===== src/rtl/rss_ram.sv =====
`default_nettype none
module rss_ram #(
  parameter int Width = 8,
  parameter int Depth = 64,
  parameter int AW = $clog2(Depth)
) (
  input  wire logic             clk,
  input  wire logic             we,
  input  wire logic [AW-1:0]    waddr,
  input  wire logic [Width-1:0] wdata,
  input  wire logic [AW-1:0]    raddr,
  output logic      [Width-1:0] rdata
);
  logic [Width-1:0] mem [Depth];
  always_ff @(posedge clk) begin
    if (we) mem[waddr] <= wdata;
    rdata <= mem[raddr];
  end
endmodule
`default_nettype wire

===== config.mk =====
export PLATFORM = sky130hd
export DESIGN_NAME = rss_ram
export DESIGN_NICKNAME = d
export VERILOG_FILES = /design/src/rtl/rss_ram.sv
export SDC_FILE = /design/constraint.sdc
export NUM_CORES = 1
export LEC_CHECK = 0
export ABC_AREA = 0
export BUFFER_PORTS_ARGS = -buffer_cell sky130_fd_sc_hd__buf_4
export CORE_MARGIN = 8
export CORE_UTILIZATION = 67
export CTS_BUF_LIST = sky130_fd_sc_hd__clkbuf_4
export CTS_CLUSTER_DIAMETER = 120
export CTS_CLUSTER_SIZE = 40
export DETAILED_ROUTE_END_ITERATION = 16
export PLACE_DENSITY_LB_ADDON = 0.12
export SETUP_SLACK_MARGIN = 0.4
export SLEW_MARGIN = 15
export SYNTH_ARGS = -nofsm -noshare
export SYNTH_HDL_FRONTEND = slang
export SYNTH_SLANG_ARGS = --single-unit

===== constraint.sdc =====
create_clock -name clk -period 3.5 [get_ports clk]
set_input_delay 0.35 -clock clk [delete_from_list [all_inputs] [get_ports clk]]
set_output_delay 0.35 -clock clk [all_outputs]
set_load 0.005 [all_outputs]

### Yosys cells after proc, flatten, opt, wreduce, memory -nomap -nowiden

Memory sizes are Yosys's and may differ from the RTL's. A register that Yosys moved wholly into a read port is not among the register bits.
Cells that the tools add are included.

* output and inout port bits: 8
* register bits: 0
* word-level logic and storage cells: 3
* input bits: 22
* memories kept: 1
* bits in writable memories: 512

Memories
* mem: depth 64, width 8, read ports 1, clocked after Yosys merged registers in 1, write ports 1, line 14 `logic [Width-1:0] mem [Depth];`

* multiplexer cells: 2

Operators by type and width (number)
* two-way mux 1 bit: 2

### Logic depth before layout (Yosys ltp)

* word-level depth: 2
* gate-level depth with buffers: 9

### Least setup slack after synthesis

No wires, ideal clock.

* path type: input to register
* start point: input port raddr[1]
* end point: register rdata[3], read port of mem
* setup time: 128 ps
* buffers on the path: 3
* path slack: 1482 ps
* arrival time: 1890 ps
* cell stages on the path: 7
* cell sequence: buf_4 > buf_2 > buf_2 > mux4_2 > mux4_2 > o21ai_1 > o41ai_1

RTL lines
* from (decl): line 11 `input wire logic [AW-1:0] raddr,`
* to (decl): line 12 `output logic [Width-1:0] rdata`

==> results.py <==
metrics = {
    "floorplan": {
        "dieArea_um2": 35900,
        "die_h_um": 189,
        "fp.dieW_um": 189,
        "rows": 63,
        "io-pin-count": 30,
        "fp.coreArea_um2": 29600,
        "initial_core_util": 0.680,
    },
    "worst_setup_path": {
        "startpoint_type": "flip-flop",
        "path_cells": "mux4_2 -> mux2_2 -> o221a_2 -> nor3_1 -> o32ai_1",
        "cp_max_fo": 1,
        "max_stage_delay_ns": 0.49,
        "required_ns": 4.24,
        "end_kind": "flip-flop",
        "path_buf_inv": 0,
        "arrival_ns": 2.86,
        "cp_top_family": "multiplexers",
        "slowest_stage": "mux4_2",
        "path_class": "reg -> reg",
    },
    "sta": {
        "timing.setup.tns_ns": 0,
        "period_share": 0.606,
        "rsz0062_at_grt": "no",
        "relSlewSlack": 0.321,
        "timing.fmax_ghz": 0.472,
        "skew_ns": 0.0323,
        "layout_min_cycle_time_ns": 2.12,
        "setup_viol": 0,
        "finalMaxSlewViolations": 0,
        "hold_viol_final": 0,
        "hold_ws_ns": 0.0471,
        "tightest_slew_ns": 1.01,
    },
    "place": {
        "port_buffers": 29,
        "routabilityCongestion": 0.827,
        "hpwlAfterDp_um": 26000,
        "dp_cells": 1323,
    },
    "logic_synthesis": {
        "avgSynthCellArea_um2": 21.5,
        "async_reset_ff_frac": 0,
        "synthFlopType": "edfxtp_1",
        "yosysWarnings": 0,
        "yosysTopAreaCellShare": 0.762,
        "ys_seq_area_frac": 0.770,
        "synth-seq-cells": 520,
        "synth_top_family_by_area": "multiplexers",
        "synth.net_count": 962,
        "yosys-mux-area-fraction": 0.159,
        "synth_edf_count": 512,
        "synthCells": 940,
        "synth_xor_area_frac": 0,
        "ys_top_cells_by_area": "edfxtp_1 (76%), mux4_2 (14%), nor2_1 (1.5%), mux2i_1 (1.1%), dfxtp_1 (0.79%)",
        "yosys.area_share.simple": 0.0339,
        "synthAdderAreaFrac": 0,
        "netlist_area_um2": 20200,
        "synth_top_cell_by_area": "edfxtp_1",
        "ys_types": 40,
        "synth_compound_gate_area_share": 0.0207,
    },
    "clock_tree": {
        "tritoncts": "done",
        "cts_sinks": 520,
        "numCtsBuffers": 16,
        "post_cts_buffers": 0,
        "cts_max_path_buffers": 3,
        "path_clk_slew_ns": 0.37,
        "cts_hold_buf": 1,
        "cts-root-buf": "clkbuf_4",
        "htree_num_levels": 1,
        "clk_latency_ns": 0.80,
        "cts_resized": 0,
    },
    "pwr": {
        "ir_worst_vdd_mv": 0.516,
        "power_density_nw_per_um2": 453,
        "netSwitchingPower_mw": 1.97,
        "power.leakage_nw": 6.30,
        "combinationalPowerShare": 0.065,
        "p_sw_frac": 0.209,
        "p_int_mw": 7.49,
        "pwr-share-seq": 0.731,
        "power_frac_clock": 0.205,
    },
    "drt": {
        "vias": 9283,
        "routedWlPerCell_um": 30.1,
        "drc": 0,
        "avgViaCountPerCell": 6.86,
        "firstDrtPassIters": 8,
        "drtIter0Drc": 1146,
        "ant_nets": 0,
        "drt-total-wl_um": 40700,
    },
    "layout": {
        "fin_util": 0.705,
        "fin_nets": 975,
        "layout-drive-gt1-share": 0.221,
        "syn2layout_area_growth_pct": 3.67,
        "fin_cells": 1354,
    },
    "grt": {
        "grtUsageMet3": 0.0388,
        "grt_overflow_total": 0,
        "top_usage_layer": "met2",
        "grt_pass1_vias": 9559,
        "grt_first_pass_wirelength_um": 60800,
        "met2_usage": 0.393,
        "antenna_found_initial": 1,
        "use_met1": 0.304,
        "grt_max_degree": 69,
        "grtUsageTotal": 0.229,
    },
    "status": {
        "outcome": "completed",
    },
    "run": {
        "maxCapViolations": 0,
    },
    "hold_path": {
        "hp-class": "in -> reg",
    },
}
-- power groups by stage --
stage	logic (mW)	clock network, mW	registers, mW
floorplan	0.367	0	7.04
finish	0.614	1.94	6.91
global placement	0.595	0	7.04
detailed placement	0.615	0	7.05
global route	0.653	2.12	6.92
CTS	0.616	1.95	6.91
-- cells in the final DEF, fill, tap and decap left out, types with 3 or more instances in the layout --
master,synthesis,layout
a211oi_1,4,4
a21oi_1,3,3
a221oi_1,6,6
a22oi_1,3,3
buf_4,13,43
clkbuf_4,0,28
dfxtp_1,8,8
edfxtp_1,512,512
mux2_2,13,13
mux2i_1,23,23
mux4_2,126,126
nand2_1,19,19
nand2b_1,7,7
nand3_1,13,13
nand3b_1,3,3
nor2_1,83,83
nor2b_1,14,14
nor3_1,7,7
o2111ai_1,3,3
o221ai_1,8,8
o22ai_1,8,8
o2bb2ai_1,3,3
-- stage by stage --
stage / total power [mW] / area [um^2] / setup WS (ns)
after floorplan: 7.40 / 20200 / 1.48
after global placement: 7.64 / 20700 / 0.593
after detailed placement: 7.66 / 20700 / 0.591
after CTS: 9.48 / 20900 / 1.40
after global routing: 9.69 / 20900 / 1.26
final: 9.46 / 20900 / 1.38
-- cell families after synthesis --
| family | Yosys count |
|---|---|
| simple gates | 153 |
| compound gates | 54 |
| mux | 162 |
| flops | 520 |
| buf+inv | 51 |
-- registers in the layout, summed over array words and instances, names as in the netlist --
name / flops
mem: 512
rdata: 8
-- routing by layer --
layer  up-vias  routed length, um
li1       3910                  -
met1      4860              15400
met2       440              20800
met3        73               3400
met4         0               1080
met5         -                  0
-- final timing paths --
path                                            from                    to  slack [ns]  cells after the start
worst max-delay path            mem[21][4]$_DFFE_PP_      rdata[4]$_DFF_P_        1.38                      5
worst min-delay path                        wdata[1]  mem[17][1]$_DFFE_PP_        0.05                      1
worst max register to register  mem[21][4]$_DFFE_PP_      rdata[4]$_DFF_P_        1.38                      5
worst min register to register  mem[30][6]$_DFFE_PP_      rdata[6]$_DFF_P_        0.89                      3
-- synthesized netlist by cell type, drive strengths merged, types with 6 or more instances --
cell type,count
edfxtp,512
mux4,126
nor2,83
buf,34
mux2i,23
nand2,19
clkbuf,17
nor2b,14
mux2,13
nand3,13
dfxtp,8
o221ai,8
o22ai,8
nand2b,7
nor3,7
a221oi,6
-- area by class of cell --
type                    instances  area [um^2]
flip-flops and latches        520        15500
diodes                          1         2.50
repair buffers                 46          357
well taps                     390          488
fillers                      1776         8730
clock buffers                  28          210
multi-input cells             369         4320
No activity file was read; power rests on OpenSTA's default activity.
